### src/rtl/phgh_pkg.sv
`default_nettype none

package phgh_pkg;

    // Default sizes of the histogram and of the forward delay line
    localparam int NUM_BINS_DEF  = 4096;
    localparam int MAX_SHIFT_DEF = 65536;

    // Fixed field widths
    localparam int SHIFT_W    = 16;
    localparam int IDX_W      = 12;
    localparam int CNT_W      = 32;
    localparam int POS_W      = 17;
    localparam int ADDR_W_MAX = 16;

    // Depth of the queue between front and back
    localparam int Q_DEPTH = 4;

    // Request codes on the input channel
    localparam logic [1:0] REQ_SAMPLE = 2'd0;
    localparam logic [1:0] REQ_READ   = 2'd1;
    localparam logic [1:0] REQ_CLEAR  = 2'd2;

    // Operation codes carried through the queue
    localparam logic [1:0] OP_HIT   = 2'd0;
    localparam logic [1:0] OP_READ  = 2'd1;
    localparam logic [1:0] OP_CLEAR = 2'd2;

    typedef struct packed {
        logic [1:0]            op;
        logic                  oor;
        logic [ADDR_W_MAX-1:0] addr;
    } q_entry_t;

    // Saturating increment of a count
    function automatic logic [CNT_W-1:0] sat_inc(input logic [CNT_W-1:0] v);
        return (&v) ? v : v + 1'b1;
    endfunction

endpackage

`default_nettype wire

### src/rtl/phgh_queue.sv
`default_nettype none

module phgh_queue
    import phgh_pkg::*;
(
    input  logic     aclk,
    input  logic     aresetn,
    input  logic     push_valid,
    output logic     push_ready,
    input  q_entry_t push_entry,
    output logic     pop_valid,
    input  logic     pop_ready,
    output q_entry_t pop_entry
);

    localparam int PW = (Q_DEPTH > 1) ? $clog2(Q_DEPTH) : 1;
    localparam int CW = $clog2(Q_DEPTH + 1);

    q_entry_t      q_mem [Q_DEPTH];
    logic [PW-1:0] wr_ptr_reg, rd_ptr_reg;
    logic [CW-1:0] cnt_reg;
    logic          push_fire, pop_fire;

    always_comb begin
        push_ready = (cnt_reg != CW'(Q_DEPTH));
        pop_valid  = (cnt_reg != '0);
        pop_entry  = q_mem[rd_ptr_reg];
        push_fire  = push_valid && push_ready;
        pop_fire   = pop_valid && pop_ready;
    end

    // Advance pointers and occupancy
    always_ff @(posedge aclk) begin
        if (!aresetn) begin
            wr_ptr_reg <= '0;
            rd_ptr_reg <= '0;
            cnt_reg    <= '0;
        end else begin
            if (push_fire) begin
                wr_ptr_reg <= (wr_ptr_reg == PW'(Q_DEPTH - 1)) ? '0 : wr_ptr_reg + 1'b1;
            end
            if (pop_fire) begin
                rd_ptr_reg <= (rd_ptr_reg == PW'(Q_DEPTH - 1)) ? '0 : rd_ptr_reg + 1'b1;
            end
            if (push_fire && !pop_fire) begin
                cnt_reg <= cnt_reg + 1'b1;
            end else if (pop_fire && !push_fire) begin
                cnt_reg <= cnt_reg - 1'b1;
            end
        end
    end

    // Store entries
    always_ff @(posedge aclk) begin
        if (push_fire) begin
            q_mem[wr_ptr_reg] <= push_entry;
        end
    end

endmodule

`default_nettype wire

### config.mk
export PLATFORM = sky130hd
export DESIGN_NAME = phgh_queue
export DESIGN_NICKNAME = d
export VERILOG_FILES = /design/src/rtl/phgh_pkg.sv /design/src/rtl/phgh_queue.sv
export SDC_FILE = /design/constraint.sdc
export NUM_CORES = 1
export LEC_CHECK = 0
export ABC_AREA = 0
export ABC_CLOCK_PERIOD_IN_PS = 4750
export BUFFER_PORTS_ARGS = -buffer_cell sky130_fd_sc_hd__buf_2
export CAP_MARGIN = 20
export CORE_MARGIN = 1
export CORE_UTILIZATION = 60
export DETAILED_ROUTE_END_ITERATION = 7
export PLACE_DENSITY = 0.85
export SETUP_SLACK_MARGIN = 0.2
export SYNTH_ARGS = -nofsm -noshare
export SYNTH_HDL_FRONTEND = slang
export SYNTH_SLANG_ARGS = --single-unit
### constraint.sdc
create_clock -name aclk -period 4.75 [get_ports aclk]
set_input_delay 0.2375 -clock aclk [delete_from_list [all_inputs] [get_ports aclk]]
set_output_delay 0.2375 -clock aclk [all_outputs]
set_load 0.02 [all_outputs]
==> results.tsv, run 1 <==
metric	value	unit
final clock skew	6.907	ps
Nets	229	
Syn Nets	180	
vias in the first global route	1625	
Seq cells post-synth	85	
H-tree lvl count	3	
Final Max Tran Viols	0	
critical path endpoint category	flop	
CP Data Arrival Time	2720	ps
CTS buffer count	9	
Die Area	5673	µm²
Slowest Stage Delay on Critical Path	570	ps
row count	26	
Cell Area, Synth	3226	µm²
Final period util	51.61	%
Critical Setup Path Class	reg2reg	
Netlist cell types	27	
CTS tree	yes	
DRC viols	0	
Tmin final	2451	ps
Hold Path Sink	q_mem[1][11]	
RSZ-0062 raised after global routing	no	
Leak	1.284	nW
max_cap viols	0	
drt pass-1 iters	4	
final setup TNS	0	ps
Reg clk slew, reported paths	80	ps
final non-filler cell total	274	
P&R area growth vs syn	14.39	%
r2r setup slk	2300	ps
most frequent cells in the layout	76 x edfxtp_1, 43 x buf_2, 19 x mux4_2	
clk buf depth	2	
DP Wirelength	3.308	mm
critical path launch point type	flop	
final worst slack	2299	ps
first-pass GRT wire length	7.810	mm
commonest non-fill, non-tap cell in the layout	edfxtp_1	
DIE WIDTH	75.32	µm
layout cells sized above 1	41.18	%
Setup Buffers After CTS	0	
WL/cell	18.93	µm
critical path cell sequence	o31ai_1 -> ha_1 -> inv_1 -> fa_1 -> xor2_1 -> or3_2 -> a21boi_1	
Highest Clock Rate	0.4079	GHz
I/O pin cnt	44	
root buffer cell	clkbuf_8	
antenna viol nets, final	0	
syn_area_per_cell	21.50	µm²
drt via density	5.693	
Final GP Congestion	0.6488	
Worst slew margin	39.36	%
worst min-delay path category	in2reg	
core box area	5140	µm²
Initial Util	62.76	%
post-layout util	71.79	%
Vias	1560	
sequential fraction of the synthesis area	76.34	%
PostCTS Resize Cnt	0	
worst hold path depth	1	
R2R Path Start	cnt_reg[0]	
Synth Instances	150	
Final Hold Vio Count	0	
initial antenna violation count	0	
dpl cells	258	
Reg2Reg Depth	7	
worst hold path startpoint	push_entry[11]	
Crit-path slowest cell	o31ai_1	
worst-margin pin slew	908.3	ps
total track usage	20.45	%
Hold Buf Count CTS	0	
Sink Count	85	
reg-to-reg endpoint	cnt_reg[2]	
worst path bufs/invs	1	
Die Ht	75.32	µm
worst slack at placement	2346	ps
n_diodes	0	
CP Data Required Time	5020	ps
status	finished clean	
GRT overflow	0	
largest net degree at the start of global routing	20	
Setup-failing EPs final	0	
Worst Path Max Fanout	5	
final WL	5.186	mm
Pwr Density	533.4	nW/µm²
Clock Latency Late Sink	340	ps
Worst IR Drop VDD	0.4525	mV
max FFs per register	76	
IO Port Bufs	43	
Initial DRC Count	141	
Synth Warn #	0	
Crit path max-delay family	compound AO/OA/AOI/OAI gates	
## stage by stage
stage | power (mW) | hold slack, ps | cell area [µm²]
after global routing | 2.060 | 94.48 | 3690
final | 1.968 | 108.2 | 3690
after global placement | 1.464 | 447.6 | 3497
after detailed placement | 1.501 | 457.3 | 3497
after CTS | 1.983 | 97.16 | 3690
after floorplan | 1.354 | 336.4 | 3226
## where the power goes
group	leakage, nW	total [mW]	internal [mW]	switching [mW]
clock	0.0964	0.489	0.256	0.233
combinational	0.417	0.517	0.229	0.288
sequential	0.771	0.962	0.911	0.0504
total	1.28	1.97	1.40	0.572
## synthesized netlist by cell type (all sizes together)
| cell type | count | area (µm²) |
|---|---|---|
| buf | 4 | 31.27 |
| nand4 | 1 | 6.260 |
| o31ai | 1 | 7.510 |
| nor2 | 2 | 7.510 |
| mux4 | 19 | 427.9 |
| clkbuf | 2 | 7.510 |
| or3b | 1 | 8.760 |
| o21ai | 4 | 20.01 |
| inv | 3 | 11.26 |
| and2 | 2 | 15.02 |
| ha | 6 | 75.07 |
| fa | 1 | 20.02 |
| xnor2 | 1 | 8.760 |
| xor2 | 1 | 8.760 |
| nor2b | 1 | 6.260 |
| dfxtp | 9 | 180.2 |
| mux2i | 2 | 20.02 |
| edfxtp | 76 | 2282 |
| nand3 | 2 | 10.01 |
| a21boi | 1 | 7.510 |
| or3 | 2 | 15.01 |
| nand2 | 5 | 18.77 |
| and3 | 4 | 30.03 |
## cells by family after synthesis
logic type               share of synthesized area (%)
AO/OA/AOI/OAI                                    1.086
XOR/XNOR                                        0.5432
adder cells (fa/ha/maj)                          2.948
buffers and inverters                            1.551
flip-flops                                       76.34
multiplexers                                     13.89
AND/OR/NAND/NOR                                  3.647
## routing by layer
layer	wire length, µm	global-route usage (%)	vias to the layer above	share of wire [%]
met3	278	5.291	9	5.4
met4	60	12.35	0	1.2
met5	0	0	-	0
li1	-	-	703	-
met1	2042	24.44	800	39
met2	2805	33.83	48	54
## worst register-to-register path, stage by stage (launching register included)
cell and delay [ps]:
dfxtp_1 370, o31ai_1 570, ha_1 300, inv_1 60, fa_1 370, xor2_1 160, or3_2 410, a21boi_1 150
## cell type report
type                       instances  area [µm²]
sequential                        85        2462
fill                             324        1450
multi-input combinational         56       713.2
timing repair buffer              44       222.7
clock buffer                      12       145.1
tap                               70       87.58
clock inverter                     4       47.55
inverter                           3       11.26
## worst max-delay path by stage
stage,slack (ps),endpoint,cells after the start,from
after global placement,2520,cnt_reg[2],7,cnt_reg[0]
after global routing,2170,cnt_reg[2],7,cnt_reg[1]
after CTS,2320,cnt_reg[2],7,cnt_reg[0]
final,2300,cnt_reg[2],7,cnt_reg[0]
after detailed placement,2350,cnt_reg[2],7,cnt_reg[0]
after floorplan,2580,cnt_reg[2],7,cnt_reg[0]
No activity file was read; power rests on OpenSTA's default activity.
==> run 2, diff against run 1 <==
Settings changed: ABC_CLOCK_PERIOD_IN_PS 4750 to 2500, CORE_UTILIZATION 60 to 56, PLACE_DENSITY 0.85 to 0.8.
Clock period 4.75 ns to 2.5 ns, I/O delays scaled along.
==> run 2 against run 1 <==
Core utilization shrank 1.3 points. Highest routed layer unchanged. Count of clock-buffer cells in the layout is the same. Maximum frequency grew 13%. Non-clock buffer count grew 18. Clock power grew 110%. First-iteration DRC count shrank 16%. Final area grew 5.9%. Sequential power grew 92%. Critical endpoint unchanged. Final cell count grew 7.3%. Combinational power grew 110%.
==> results.tsv, run 2 (synthesized netlist as in run 1, its figures left out) <==
metric	value	unit	change
met3 usage	4.235	%	was 5.291%
fillcell total	350		was 324
vias in the first global route	1834		was 1625
CTS tree	yes		unchanged
Crit-path slowest cell	or3b_4		was o31ai_1
register area	2466	µm²	was 2462 µm²
Pwr Density	1012	nW/µm²	was 533.4 nW/µm²
final WL	5.695	mm	was 5.186 mm
post-layout util	70.53	%	was 71.79%
worst min-delay path category	in2reg		unchanged
worst-margin pin slew	524.0	ps	was 908.3 ps
final clock skew	4.787	ps	was 6.907 ps
Critical Setup Path Class	reg2reg		unchanged
multi-input combinational cell area	729.5	µm²	was 713.2 µm²
Final Max Tran Viols	0		unchanged
Highest Clock Rate	0.4625	GHz	was 0.4079 GHz
Initial DRC Count	119		was 141
DIE WIDTH	77.90	µm	was 75.32 µm
row count	27		was 26
Tot Pwr	3.954	mW	was 1.968 mW
most frequent cells in the layout	76 x edfxtp_1, 43 x buf_2, 19 x mux4_2		unchanged
Worst slew margin	65.07	%	was 39.36%
Reg2Reg Depth	8		was 7
CTS buffer count	9		unchanged
fin area	3908	µm²	was 3690 µm²
P&R area growth vs syn	21.14	%	was 14.39%
CP Data Required Time	2770	ps	was 5020 ps
Initial Util	58.22	%	was 62.76%
root buffer cell	clkbuf_8		unchanged
Final GP Congestion	0.7153		was 0.6488
H-tree lvl count	3		unchanged
n_diodes	0		unchanged
total track usage	20.30	%	was 20.45%
critical path endpoint category	flop		unchanged
Slowest Stage Delay on Critical Path	430	ps	was 570 ps
Tmin final	2162	ps	was 2451 ps
Final Hold Vio Count	0		unchanged
Leak	1.372	nW	was 1.284 nW
grt peak-use layer	met2		unchanged
Nets	247		was 229
antenna viol nets, final	0		unchanged
max_cap viols	0		unchanged
largest net degree at the start of global routing	20		unchanged
Die Ht	77.90	µm	was 75.32 µm
met1 GRT Util	22.80	%	was 24.44%
Global Route met2 Usage	35.40	%	was 33.83%
status	finished clean		unchanged
DRC viols	0		unchanged
Clock Latency Late Sink	330	ps	was 340 ps
RSZ-0062 raised after global routing	no		unchanged
Reg clk slew, reported paths	80	ps	about the same
Sink Count	85		unchanged
first-pass GRT wire length	8.776	mm	was 7.810 mm
critical path cell sequence	or3b_4 -> and2_4 -> ha_2 -> inv_1 -> fa_2 -> xor2_1 -> or3_2 -> a21boi_2		was o31ai_1 -> ha_1 -> inv_1 -> fa_1 -> xor2_1 -> or3_2 -> a21boi_1
WL/cell	19.37	µm	was 18.93 µm
GRT overflow	0		unchanged
drt pass-1 iters	4		unchanged
Final period util	86.48	%	was 51.61%
worst hold path depth	1		unchanged
core box area	5540	µm²	was 5140 µm²
DP Wirelength	3.546	mm	was 3.308 mm
I/O pin cnt	44		unchanged
critical path launch point type	flop		unchanged
CP Data Arrival Time	2430	ps	was 2720 ps
max FFs per register	76		unchanged
commonest non-fill, non-tap cell in the layout	edfxtp_1		unchanged
Vias	1644		was 1560
clk buf depth	2		unchanged
final setup TNS	0	ps	unchanged
layout cells sized above 1	43.24	%	was 41.18%
drt via density	5.592		was 5.693
Die Area	6068	µm²	was 5673 µm²
IO Port Bufs	43		unchanged
initial antenna violation count	0		unchanged
Worst Path Max Fanout	5		unchanged
placed cell areas	3522	µm²	was 3497 µm²
Setup-failing EPs final	0		unchanged
Worst IR Drop VDD	0.8206	mV	was 0.4525 mV
## run 2: cell type report
class,count,area share (%)
tap,72,2.305
clock inverter,4,1.857
multi-input combinational,56,18.67
sequential,85,63.11
timing repair buffer,62,10.05
clock buffer,12,3.714
inverter,3,0.2882
## run 2: worst max-delay path, delay by kind of cell, from the launching register on
family / cells / cell delay (ps)
XOR/XNOR: 1 / 80
flip-flops: 1 / 360
AND/OR/NAND/NOR: 3 / 1040
adder cells (fa/ha/maj): 2 / 400
AO/OA/AOI/OAI: 1 / 140
buffers and inverters: 1 / 70
## run 2: timing repair
action,in CTS,in global routing
pin swaps,0,0
setup endpoints to repair,1,1
gates resized for setup,2,6
hold buffers,13,1
buffers inserted,0,1
endpoints found under the hold margin,50,1
## run 2: stage by stage
stage | instances | hold WS [ps] | setup WS (ps)
detailed placement | 263 | 343.1 | 138.1
global route | 294 | 7.490 | 240.0
floorplan | 150 | 223.9 | 333.9
global placement | 263 | 334.5 | 369.8
CTS | 292 | 0.9474 | 215.6
finish | 294 | 12.74 | 338.0
## run 2: layer usage
metal / vias up / wire (µm)
met3: 16 / 202
li1: 735 / -
met2: 42 / 3108
met4: 0 / 148
met5: - / 0
met1: 851 / 2235
## run 2: worst paths after layout
check / slack, ps / to / from
min: 10 / q_mem[0][3] / push_entry[3]
max reg2reg: 340 / cnt_reg[2] / cnt_reg[1]
min reg2reg: 510 / wr_ptr_reg[1] / wr_ptr_reg[1]
max: 340 / cnt_reg[2] / cnt_reg[1]
## run 2: power breakdown
group	total [mW]	internal, mW	switching, mW
Clock	1.04	0.589	0.446
Combinational	1.07	0.495	0.572
Sequential	1.85	1.74	0.114
==> run 3, diff against run 2 <==
Settings changed: PLACE_DENSITY 0.8 to 0.82.
==> run 3 against run 2 <==
Non-clock buffer count grew 2. Largest cell class unchanged. Register-to-register slack lost 60 ps. Via count shrank 1.5%. Flip-flop and latch count is the same. Total power shrank 6.7%. Highest routed layer unchanged. First-iteration DRC count shrank 20%. Hold slack gained 2.5 ps. Die area is the same. Sequential share of layout area grew 0.64 points. Clock power shrank 24%. Critical endpoint unchanged.
==> results.tsv, run 3 (synthesized netlist as in run 1, its figures left out) <==
metric	value	unit	change
I/O pin cnt	44		unchanged
worst-margin pin slew	550.2	ps	was 524.0 ps
final non-filler cell total	296		was 294
clk buf depth	2		unchanged
Comb pwr share	28.5	%	was 27.0%
row count	27		unchanged
IO Port Bufs	43		unchanged
Leak	1.356	nW	was 1.372 nW
critical path endpoint category	flop		unchanged
DRC viols	0		unchanged
Worst IR Drop VDD	0.5596	mV	was 0.8206 mV
post-layout util	69.78	%	was 70.53%
P&R area growth vs syn	19.86	%	was 21.14%
vias in the first global route	1793		was 1834
Highest Clock Rate	0.4509	GHz	was 0.4625 GHz
worst slack at placement	168.2	ps	was 138.1 ps
Die Ht	77.90	µm	unchanged
RSZ-0062 raised after global routing	no		unchanged
WL/cell	18.68	µm	was 19.37 µm
Final GP Congestion	0.7297		was 0.7153
commonest non-fill, non-tap cell in the layout	edfxtp_1		unchanged
worst min-delay path category	in2reg		unchanged
Setup-failing EPs final	0		unchanged
Final Max Tran Viols	0		unchanged
first-pass GRT wire length	8.673	mm	was 8.776 mm
Sink Count	85		unchanged
Final period util	88.72	%	was 86.48%
R2R Path Start	cnt_reg[2]		was cnt_reg[1]
Critical Setup Path Class	reg2reg		unchanged
worst hold path startpoint	push_entry[7]		was push_entry[3]
CTS buffer count	9		unchanged
final clock skew	8.287	ps	was 4.787 ps
Sequential Power Share	50.1	%	was 46.8%
Die Area	6068	µm²	unchanged
Vias	1619		was 1644
CP Data Arrival Time	2490	ps	was 2430 ps
Net Sw Frac	30.37	%	was 28.63%
Initial Util	58.22	%	unchanged
drt via density	5.470		was 5.592
max_cap viols	0		unchanged
Clock Latency Late Sink	330	ps	about the same
r2r setup slk	280	ps	was 340 ps
Pint	2.569	mW	was 2.822 mW
max FFs per register	76		unchanged
clock power share	21.4	%	was 26.2%
dpl cells	263		unchanged
crit path launch	cnt_reg[2]		was cnt_reg[1]
Worst slew margin	63.27	%	was 65.07%
root buffer cell	clkbuf_8		unchanged
final WL	5.528	mm	was 5.695 mm
most frequent cells in the layout	76 x edfxtp_1, 43 x buf_2, 19 x mux4_2		unchanged
final setup TNS	0	ps	unchanged
worst hold path depth	1		unchanged
Switch Pwr	1.120	mW	was 1.132 mW
Worst Path Max Fanout	7		was 5
DP Wirelength	3.552	mm	was 3.546 mm
total track usage	20.40	%	was 20.30%
final worst slack	282.0	ps	was 338.0 ps
initial antenna violation count	0		unchanged
H-tree lvl count	3		unchanged
Pwr Density	954.1	nW/µm²	was 1012 nW/µm²
Tmin final	2218	ps	was 2162 ps
Nets	249		was 247
antenna viol nets, final	0		unchanged
critical path launch point type	flop		unchanged
Tot Pwr	3.689	mW	was 3.954 mW
drt pass-1 iters	4		unchanged
GRT overflow	0		unchanged
Reg clk slew, reported paths	80	ps	about the same
CP Data Required Time	2770	ps	about the same
Final Hold Vio Count	0		unchanged
reg-to-reg endpoint	cnt_reg[2]		unchanged
n_diodes	0		unchanged
Hold Path Sink	q_mem[0][7]		was q_mem[0][3]
status	finished clean		unchanged
layout cells sized above 1	41.07	%	was 43.24%
Reg2Reg Depth	8		unchanged
Initial DRC Count	95		was 119
CTS tree	yes		unchanged
largest net degree at the start of global routing	20		unchanged
core box area	5540	µm²	unchanged
DIE WIDTH	77.90	µm	unchanged
==> run 3: changes by cell type in the layout (fill, tap and decap cells not counted), moves of 2 or more <==
| cell | before | now |
|---|---|---|
| dlygate4sd3_1 | 14 | 17 |
| clkinv_2 | 1 | 3 |
| bufinv_16 | 2 | 0 |
| clkinv_1 | 0 | 2 |
==> run 3: worst max-delay path by stage <==
| stage | slack (ps) | endpoint |
|---|---|---|
| after global placement | 370 | cnt_reg[2] |
| after floorplan | 330 | cnt_reg[2] |
| after global routing | 210 | pop_entry[11] |
| final | 280 | cnt_reg[2] |
| after detailed placement | 170 | cnt_reg[2] |
| after CTS | 210 | cnt_reg[2] |
==> run 3: worst max-delay path, cell delays in order, from the launching register on <==
cell	delay, ps
dfxtp_1	350
or3b_4	290
and2_4	170
ha_2	200
inv_1	60
fa_1	370
xor2_1	160
or3_2	420
a21boi_2	150
==> run 3: repair_timing <==
item,4_1_cts,5_1_grt
endpoints found under the setup margin,1,1
endpoints found under the hold margin,63,0
buffers inserted,0,0
pin swaps,0,0
hold buffers,17,0
resized for setup,2,4
==> run 3: per-stage QoR <==
stage	cell area (µm²)	hold slack [ps]
floorplan	3226	223.9
global placement	3522	334.1
detailed placement	3522	341.2
finish	3866	15.21
global route	3866	2.838
CTS	3857	1.140
==> run 3: area by class of cell <==
type,count,area (µm²)
inverters,3,11.26
fillers,357,1674
well taps,72,90.09
clock buffers,10,127.6
multi-input cells,56,726.9
flip-flops and latches,85,2465
clock inverters,6,30.03
repair buffers,64,415.4
==> run 3: power groups by stage <==
stage,Sequential [mW],Clock (mW),Combinational (mW)
after floorplan,1.81,0,0.761
after global placement,1.85,0,0.962
after detailed placement,1.88,0,1.02
after CTS,1.85,0.795,1.05
after global routing,1.87,0.854,1.13
final,1.85,0.788,1.05
==> run 3: metal layers <==
layer,global-route usage (%),wire length (µm),vias to the layer above
met5,0,0,-
met4,10.93,80,0
met3,4.706,165,6
met2,35.84,3092,38
met1,23.15,2190,830
li1,-,-,745
